==> src/htfd_pkg.sv <==
// Shared types, constants and functions of the humidity/temperature frame decoder.
package htfd_pkg;

   localparam logic [7:0] CRC_POLY = 8'h31;
   localparam logic [7:0] CRC_INIT = 8'hFF;

   localparam int POS_W = 3;
   localparam logic [POS_W-1:0] POS_T_HI  = 3'd0;
   localparam logic [POS_W-1:0] POS_T_LO  = 3'd1;
   localparam logic [POS_W-1:0] POS_T_CRC = 3'd2;
   localparam logic [POS_W-1:0] POS_H_HI  = 3'd3;
   localparam logic [POS_W-1:0] POS_H_LO  = 3'd4;
   localparam logic [POS_W-1:0] POS_H_CRC = 3'd5;

   localparam int TEMP_W      = 15;
   localparam int HUM_W       = 14;
   localparam int WORD_W      = 16;
   localparam int TEMP_PROD_W = 31;
   localparam int HUM_PROD_W  = 30;

   localparam logic [14:0] TEMP_SCALE  = 15'd17500;
   localparam logic [13:0] HUM_SCALE   = 14'd12500;
   localparam logic signed [15:0] TEMP_OFFSET = 16'sd4500;
   localparam logic signed [15:0] HUM_OFFSET  = 16'sd600;
   localparam logic signed [15:0] HUM_MAX     = 16'sd10000;

   typedef struct packed {
      logic [7:0] data_byte;
      logic       frame_start;
   } htfd_req_type;

   typedef struct packed {
      logic signed [TEMP_W-1:0] temperature_centi;
      logic [HUM_W-1:0]         humidity_centi;
      logic [WORD_W-1:0]        temp_raw;
      logic [WORD_W-1:0]        hum_raw;
      logic                     status;
   } htfd_rsp_type;

   function automatic logic [7:0] crc8_feed(input logic [7:0] crc, input logic [7:0] b);
      logic [7:0] c;
      c = crc ^ b;
      for (int i = 0; i < 8; i++) begin
         if (c[7]) begin
            c = {c[6:0], 1'b0} ^ CRC_POLY;
         end else begin
            c = {c[6:0], 1'b0};
         end
      end
      return c;
   endfunction

   // floor(x / 65535) for x below 32768 * 65535: one fold and one correction
   function automatic logic [14:0] div65535(input logic [30:0] x);
      logic [14:0] q0;
      logic [16:0] r;
      q0 = x[30:16];
      r  = {1'b0, x[15:0]} + {2'b0, q0};
      return (r >= 17'd65535) ? q0 + 15'd1 : q0;
   endfunction

endpackage

==> src/humidity_temp_frame_decoder.sv <==
// Humidity/temperature frame decoder top level.
// Takes one byte per cycle when not stalled: temperature word, its CRC-8, humidity word,
// its CRC-8 (polynomial 0x31, start 0xFF, per word). frame_start restarts the byte count;
// without it frames follow back to back. The sixth byte yields one result beat in the
// next cycle, with the converted values (status 0) or, on a CRC mismatch, the last good
// values (status 1). The scale products are formed when each word completes and the
// divide and clamp run on the last byte. While a result beat waits under rsp_stall,
// bytes keep flowing until the byte count reaches the sixth position.
module humidity_temp_frame_decoder (
   input  logic                   clock,
   input  logic                   reset,
   input  logic                   req_valid,
   output logic                   req_stall,
   input  htfd_pkg::htfd_req_type req_data,
   output logic                   rsp_valid,
   input  logic                   rsp_stall,
   output htfd_pkg::htfd_rsp_type rsp_data
);
   import htfd_pkg::*;

   logic [POS_W-1:0]         pos_ff, pos_in, pos_eff;
   logic [7:0]               crc_ff, crc_in;
   logic [7:0]               high_ff, high_in;
   logic [WORD_W-1:0]        temp_word_ff, temp_word_in;
   logic [WORD_W-1:0]        hum_word_ff, hum_word_in;
   logic                     temp_ok_ff, temp_ok_in;
   logic [TEMP_PROD_W-1:0]   temp_prod_ff, temp_prod_in;
   logic [HUM_PROD_W-1:0]    hum_prod_ff, hum_prod_in;
   logic signed [TEMP_W-1:0] last_temp_ff, last_temp_in;
   logic [HUM_W-1:0]         last_hum_ff, last_hum_in;
   htfd_rsp_type             rsp_ff, rsp_in;
   logic                     rsp_valid_ff, rsp_valid_in;

   logic                     accept;
   logic                     ok;
   logic [WORD_W-1:0]        word;
   logic signed [TEMP_W-1:0] conv_temp;
   logic [HUM_W-1:0]         conv_hum;

   htfd_convert u_convert (
      .temp_prod   (temp_prod_ff),
      .hum_prod    (hum_prod_ff),
      .temperature (conv_temp),
      .humidity    (conv_hum)
   );

   assign req_stall = rsp_valid_ff && rsp_stall && (pos_ff == POS_H_CRC);
   assign accept    = req_valid && !req_stall;
   assign rsp_valid = rsp_valid_ff;
   assign rsp_data  = rsp_ff;

   always_comb begin
      pos_eff = pos_ff;
      if (req_data.frame_start || pos_ff > POS_H_CRC) begin
         pos_eff = POS_T_HI;
      end
      word = {high_ff, req_data.data_byte};
      ok   = temp_ok_ff && (crc_ff == req_data.data_byte);

      pos_in       = pos_ff;
      crc_in       = crc_ff;
      high_in      = high_ff;
      temp_word_in = temp_word_ff;
      hum_word_in  = hum_word_ff;
      temp_ok_in   = temp_ok_ff;
      temp_prod_in = temp_prod_ff;
      hum_prod_in  = hum_prod_ff;
      last_temp_in = last_temp_ff;
      last_hum_in  = last_hum_ff;
      rsp_in       = rsp_ff;
      rsp_valid_in = rsp_valid_ff && rsp_stall;

      if (accept) begin
         case (pos_eff) inside
            POS_T_HI, POS_H_HI: begin
               crc_in  = crc8_feed(CRC_INIT, req_data.data_byte);
               high_in = req_data.data_byte;
               pos_in  = pos_eff + 3'd1;
            end
            POS_T_LO: begin
               crc_in       = crc8_feed(crc_ff, req_data.data_byte);
               temp_word_in = word;
               temp_prod_in = {16'b0, TEMP_SCALE} * {15'b0, word};
               pos_in       = POS_T_CRC;
            end
            POS_T_CRC: begin
               temp_ok_in = (crc_ff == req_data.data_byte);
               crc_in     = CRC_INIT;
               pos_in     = POS_H_HI;
            end
            POS_H_LO: begin
               crc_in      = crc8_feed(crc_ff, req_data.data_byte);
               hum_word_in = word;
               hum_prod_in = {16'b0, HUM_SCALE} * {14'b0, word};
               pos_in      = POS_H_CRC;
            end
            default: begin
               crc_in = CRC_INIT;
               pos_in = POS_T_HI;
               if (ok) begin
                  last_temp_in = conv_temp;
                  last_hum_in  = conv_hum;
               end
               rsp_in.temperature_centi = ok ? conv_temp : last_temp_ff;
               rsp_in.humidity_centi    = ok ? conv_hum : last_hum_ff;
               rsp_in.temp_raw          = temp_word_ff;
               rsp_in.hum_raw           = hum_word_ff;
               rsp_in.status            = !ok;
               rsp_valid_in             = 1'b1;
            end
         endcase
      end
   end

   always_ff @(posedge clock) begin
      if (reset) begin
         pos_ff       <= POS_T_HI;
         crc_ff       <= CRC_INIT;
         high_ff      <= '0;
         temp_word_ff <= '0;
         hum_word_ff  <= '0;
         temp_ok_ff   <= 1'b0;
         last_temp_ff <= '0;
         last_hum_ff  <= '0;
         rsp_valid_ff <= 1'b0;
      end else begin
         pos_ff       <= pos_in;
         crc_ff       <= crc_in;
         high_ff      <= high_in;
         temp_word_ff <= temp_word_in;
         hum_word_ff  <= hum_word_in;
         temp_ok_ff   <= temp_ok_in;
         last_temp_ff <= last_temp_in;
         last_hum_ff  <= last_hum_in;
         rsp_valid_ff <= rsp_valid_in;
      end
   end

   always_ff @(posedge clock) begin
      temp_prod_ff <= temp_prod_in;
      hum_prod_ff  <= hum_prod_in;
      rsp_ff       <= rsp_in;
   end

   a_pos_range: assert property (@(posedge clock) disable iff (reset)
      pos_ff <= POS_H_CRC)
      else $error("byte position out of range");

   a_hum_clamped: assert property (@(posedge clock) disable iff (reset)
      last_hum_ff <= HUM_MAX[HUM_W-1:0])
      else $error("stored humidity above clamp");

   a_rsp_last_good: assert property (@(posedge clock) disable iff (reset)
      rsp_valid_ff |-> (rsp_ff.temperature_centi == last_temp_ff)
                       && (rsp_ff.humidity_centi == last_hum_ff))
      else $error("result beat disagrees with stored values");

   a_frame_end: assert property (@(posedge clock) disable iff (reset)
      req_valid && !req_stall && !req_data.frame_start && pos_ff == POS_H_CRC
      |=> rsp_valid_ff && pos_ff == POS_T_HI)
      else $error("sixth byte did not produce a result beat");

endmodule

==> src/htfd_convert.sv <==
// Scaled-product to centi-unit conversion with offset and humidity clamp.
module htfd_convert (
   input  logic [htfd_pkg::TEMP_PROD_W-1:0]   temp_prod,
   input  logic [htfd_pkg::HUM_PROD_W-1:0]    hum_prod,
   output logic signed [htfd_pkg::TEMP_W-1:0] temperature,
   output logic [htfd_pkg::HUM_W-1:0]         humidity
);
   import htfd_pkg::*;

   logic [14:0]        temp_q;
   logic [14:0]        hum_q;
   logic signed [15:0] temp_s;
   logic signed [15:0] hum_s;

   always_comb begin
      temp_q = div65535(temp_prod);
      hum_q  = div65535({1'b0, hum_prod});
      temp_s = signed'({1'b0, temp_q}) - TEMP_OFFSET;
      hum_s  = signed'({1'b0, hum_q}) - HUM_OFFSET;
      temperature = temp_s[TEMP_W-1:0];
      if (hum_s < 16'sd0) begin
         humidity = '0;
      end else if (hum_s > HUM_MAX) begin
         humidity = HUM_MAX[HUM_W-1:0];
      end else begin
         humidity = hum_s[HUM_W-1:0];
      end
   end

endmodule
==> config.mk <==
export PLATFORM = sky130hd
export DESIGN_NAME = humidity_temp_frame_decoder
export DESIGN_NICKNAME = d
export VERILOG_FILES = /design/src/htfd_pkg.sv /design/src/humidity_temp_frame_decoder.sv /design/src/htfd_convert.sv
export SDC_FILE = /design/constraint.sdc
export NUM_CORES = 1
export LEC_CHECK = 0
export ABC_AREA = 1
export ABC_CLOCK_PERIOD_IN_PS = 12100
export BUFFER_PORTS_ARGS = -buffer_cell sky130_fd_sc_hd__buf_2
export CORE_MARGIN = 10
export CORE_UTILIZATION = 41
export DETAILED_ROUTE_END_ITERATION = 12
export HOLD_SLACK_MARGIN = 0.12
export PLACE_DENSITY = 0.61
export REMOVE_ABC_BUFFERS = 1
export SLEW_MARGIN = 25
export SYNTH_ARGS = -nofsm -noshare
export SYNTH_HDL_FRONTEND = slang
export SYNTH_HIERARCHICAL = 1
export SYNTH_SLANG_ARGS = --single-unit
==> constraint.sdc <==
create_clock -name clock -period 12.1 [get_ports clock]
set_clock_uncertainty 0.2 [all_clocks]
set_input_delay 1.815 -clock clock [delete_from_list [all_inputs] [get_ports clock]]
set_output_delay 1.815 -clock clock [all_outputs]
set_load 0.005 [all_outputs]
# Word-level counts from Yosys, hierarchy flattened
# Cells that the tools add are included.
[totals] reg_bits=201 latchBits=0 memories=0 wordCells=192 romBits=0 ramBits=0 out_inout_bits=64 input_bits=13
[classes] n_lt_le_gt_ge=5 n_mux=113 div=0 multipliers=2 n_shift=0 add_sub_neg=7 n_eq_ne=6 n_reduce_logical=14 n_bitwise=29
[ops] op="$mux W8" n=74
[ops] op="$mux W6" n=23
[ops] op="$not A3 Y3" n=23
[ops] op="$mux W15" n=3
[ops] op="$mux W14" n=3
[ops] op="$ge A17 B16 Y1 const B" n=2
[ops] op="$mul A13 B16 Y29 const A" n=1
[ops] op="$mul A12 B16 Y28 const A" n=1
[ops] op="$add A16 B14 Y17" n=1
[ops] op="$add A16 B15 Y17" n=1
[ops] op="$gt A16 B15 Y1 const B" n=1
[ops] op="$lt A16 B1 Y1 const B" n=1
[ops] op="$sub A15 B10 Y16 const B" n=1
[ops] op="$add A14 B1 Y15 const B" n=1
[ops] op="$add A15 B1 Y15 const B" n=1
[ops] op="$mux W3" n=5
[ops] op="$sub A15 B13 Y15 const B" n=1
[ops] op="$reduce_and A5 Y1" n=2
[ops] op="$eq A8 B8 Y1" n=1
[ops] op="$not A8 Y8" n=1
[ops] op="$xor A8 B8 Y8" n=1
[ops] op="$eq A3 B2 Y1 const B" n=2
[ops] op="$eq A3 B3 Y1 const B" n=2
[ops] op="$mux W1" n=5
[ops] op="other kinds (12)" n=19

# Depth between registers and ports, before layout
[depth] ltp_word=57 depth_mapped=38 mapped_depth_nobuf=37

# Hierarchy
# The synthesis kept the hierarchy.
[by_module_without_submodules] mod="humidity_temp_frame_decoder" cells_each=1545 seq_area_each_um2=5215.0 n_inst=1 area_per_inst_um2=14318.7
[by_module_without_submodules] mod="htfd_convert" cells_each=678 seq_area_each_um2=0.0 n_inst=1 area_per_inst_um2=3649.8

# Least setup slack after synthesis
# Ideal clock, no wire load.
[synth_timing] path_type="input to register" from="input port req_data[3] in the netlist's numbering" to="register hum_prod_ff[29], data pin" slack_ns=6.385 t_arrival_ns=5.254 stages=19 setup_ns=0.261 n_path_buf=0 required_ns=11.639 path_cell_list="ha_1 ha_1 xor2_1 inv_1 ha_1 a31o_2 fa_1 inv_1 fa_1 inv_1 ha_1 a21oi_1 o21a_1 nand2_1 nand2_1 nand3_1 nand2_1 nand3_1 xor2_1"
[synth_between] elab_chain_cells=1
[synth_rtl] element="from (decl)" line_no="humidity_temp_frame_decoder.sv:14" source="input htfd_pkg::htfd_req_type req_data,"
[synth_rtl] element="$mul A12 B16 Y28" line_no="humidity_temp_frame_decoder.sv:94" source="hum_prod_in = {16'b0, HUM_SCALE} * {14'b0, word};"
[synth_rtl] element="to (signal assigned)" line_no="humidity_temp_frame_decoder.sv:141" source="hum_prod_ff <= hum_prod_in;"
[synth_rtl] element="to (decl)" line_no="humidity_temp_frame_decoder.sv:28" source="logic [HUM_PROD_W-1:0] hum_prod_ff, hum_prod_in;"
# No other way between the ends.
# A chain may end at the register's enable or synchronous reset.

# Worst setup path in the final report
[layout_timing] from="input port req_data[8] in the netlist's numbering" to="register hum_prod_ff[28], data pin"
# Same word-level chain as after synthesis.

==> impl_results.md <==
* Final Slew Violations at 0
* Number of diodes at 0
* CTS Root Cell: clkbuf_16
* TritonCTS clock tree: yes
* Max clock buf depth at 3
* Final worst-path cycle share at 0.4844
* Port-buffer cells at 76
* Static Leakage at 0.01017 uW
* Pre-CTS setup slack at 5716 ps
* DR vias at 14390
* Synth warnings at 6
* Number of flops mapped to enable cells by yosys at around 120
* Initial antenna violation count at 0
* Count leader, synth: nand2_1
* Num CTS Buffers at 24
* Crit-path max FO at 12
* Yosys top cell by area: edfxtp_1
* Syn_area_per_cell at 8.083 sq um
* # H-tree levels at 1
* DIE WIDTH at approximately 230 um
* Initial core utilization at 0.4162
* Final Hold Viols at 0
* Ys async rst share at 0
* Final setup margin at 6239 ps
* Nets at 2624
* Yosys top cell area share at 0.1989
* Top_reg_cell synth: edfxtp_1
* Rows at 76
* Vias in the first global route at 13900
* Top Ports at 77
* Final Setup Violations at 0
* GPL Wtd Cong at a little under 0.9
* First-pass GRT wire length at 70350 um
* Synth-to-Final Area Change at 10.47%
* DRC errors left at 0
* Worst-margin pin slew at 901.9 ps
* CTS Hold Buffers Added at 0
* Post-DP HPWL at 34470 um
* Main area contributors after synthesis: edfxtp_1, ha_1, nand2_1, fa_1, dfxtp_1
* GR Overflow Total at 0
* Share of cells above drive strength 1 at 0.08915
* Hold WC Path Type: reg -> reg
* Cell area after synthesis at between 0.015 and 0.02 sq mm
* Cell Pwr Density at 151.1 mW/mm^2
* Die footprint at approximately 0.053 sq mm
* Max_cap viols at 0
* Pre-Repair DR Iteration Count at 5
* Worst Path Arrival at 5960 ps
* Worst path required time at 12200 ps
* Iter 0 DRT Violations at 724
* Post-synthesis cell count at 2223
* Worst-path clk slew at about 60 ps
* Startpoint Class: primary input
* Core Area at 0.04317 sq mm
* Routed WL at 42930 um
* CP Capture Type: flop
* Height of the die at 229.3 um
* Clock Latency Late Sink at 540 ps
* Routed wire length per instance at approximately 15 um
* Commonest cells in the netlist: nand2_1, inv_1, ha_1
* Count of different cell masters after synthesis at 57
* Setup bufs post-CTS at 0
* Worst Setup Path Type: in -> reg
* Slew headroom at 0.3988
* RSZ-0062 raised after global routing: false
* Clock sink total at 201
* Post-layout min period at 5861 ps
* Register bit total from synthesis at 201
* Resized Gates After CTS at 0
* Tot GR Track Use at 0.1602
* Routed vias/inst at roughly 5.0
* Fmax at 0.1706 GHz
* Sequential area share after synthesis at 0.2902
* Max VDD drop at 0.1108 mV
* Setup total negative slack at 0 ps
* Largest net degree at the start of global routing at 97
* Post-route ant nets at 0
* Status: finished, final reports clean
[critical path: stages]
cell and delay (ps):
buf_2 330, ha_1 320, ha_1 310, inv_1 60, fa_1 500, inv_1 50, fa_1 520, inv_1 50
fa_1 530, inv_1 50, ha_1 350, nand2_1 130, nor2_1 160, nand2_1 60, o21ai_0 450, nand3b_1 130
nand2_1 90, xor2_1 60
[stage by stage]
step,util,cells,power (uW),hold WS [ps],area [sq um]
global placement,0.4394,2862,2230,210.2,18970
global route,0.4598,2907,3265,226.0,19850
finish,0.4598,2907,2998,225.4,19850
CTS,0.4592,2906,3035,225.1,19820
detailed placement,0.4394,2862,2238,213.7,18970
floorplan,-,2196,1891,203.0,17810
[state kept, by name (all words and copies together) (netlist names)]
name          cells
hum_word_ff      16
temp_prod_ff     29
temp_word_ff     16
hum_prod_ff      28
rsp_valid         1
last_temp_ff     15
rsp_data         62
temp_ok_ff        1
pos_ff            3
high_ff           8
crc_ff            8
last_hum_ff      14
[layout make-up]
type | count | area [sq um]
fillers | 4310 | 23320
clock buffers | 31 | 668.1
repair buffers | 82 | 445.4
flip-flops and latches | 201 | 5215
inverters | 450 | 1699
well taps | 585 | 732.0
multi-input cells | 1545 | 10910
clock inverters | 13 | 185.2
[worst paths after layout]
check	startpoint	endpoint	slack, ps	cells past startpoint
setup / recovery	req_data[8]	hum_prod_ff[28]	6240	18
hold / removal	hum_word_ff[10]	rsp_data[11]	230	0
setup reg to reg	high_ff[6]	temp_prod_ff[28]	7070	17
hold reg to reg	hum_word_ff[10]	rsp_data[11]	230	0
[placed cells by master, fill, tap and decap left out, drive strengths merged, types with 3 or more instances in the layout]
cell      n
nand4    18
xnor2    26
ha      222
o21bai    5
buf      82
o21ai    96
o211ai   36
xor2     84
a31oi     8
or2       4
a21oi   131
dfxtp    82
and2     32
a21o     10
nor4      6
bufinv    4
o21a      5
clkinv    7
nand3b   11
inv     451
a21boi    3
nor3     16
edfxtp  119
nor2    111
conb      6
clkbuf   31
nand2   515
fa       85
nand3   103
[kinds of logic after synthesis]
logic type | Yosys count | synth area share
fa+ha+maj | 307 | 0.2493
flops | 201 | 0.2902
compound gates | 303 | 0.09790
xor+xnor | 110 | 0.05362
buf+inv | 482 | 0.1044
simple gates | 819 | 0.2043
other cells | 1 | 0.0002087
[layer usage]
layer / global-route usage / vias up / wire length [um]
li1: - / 7314 / -
met1: 0.2227 / 6754 / 21060
met2: 0.2577 / 282 / 18980
met3: 0.02806 / 40 / 2328
met4: 0.02876 / 0 / 564
met5: 0 / - / 0
[where the power goes]
part	internal [uW]	switching, uW	leakage, uW
Combinational	519	868	0.00802
Sequential	816	17.4	0.00174
Clock	477	300	0.000417
Total	1810	1190	0.0102
(Power assumes the default switching activity.)
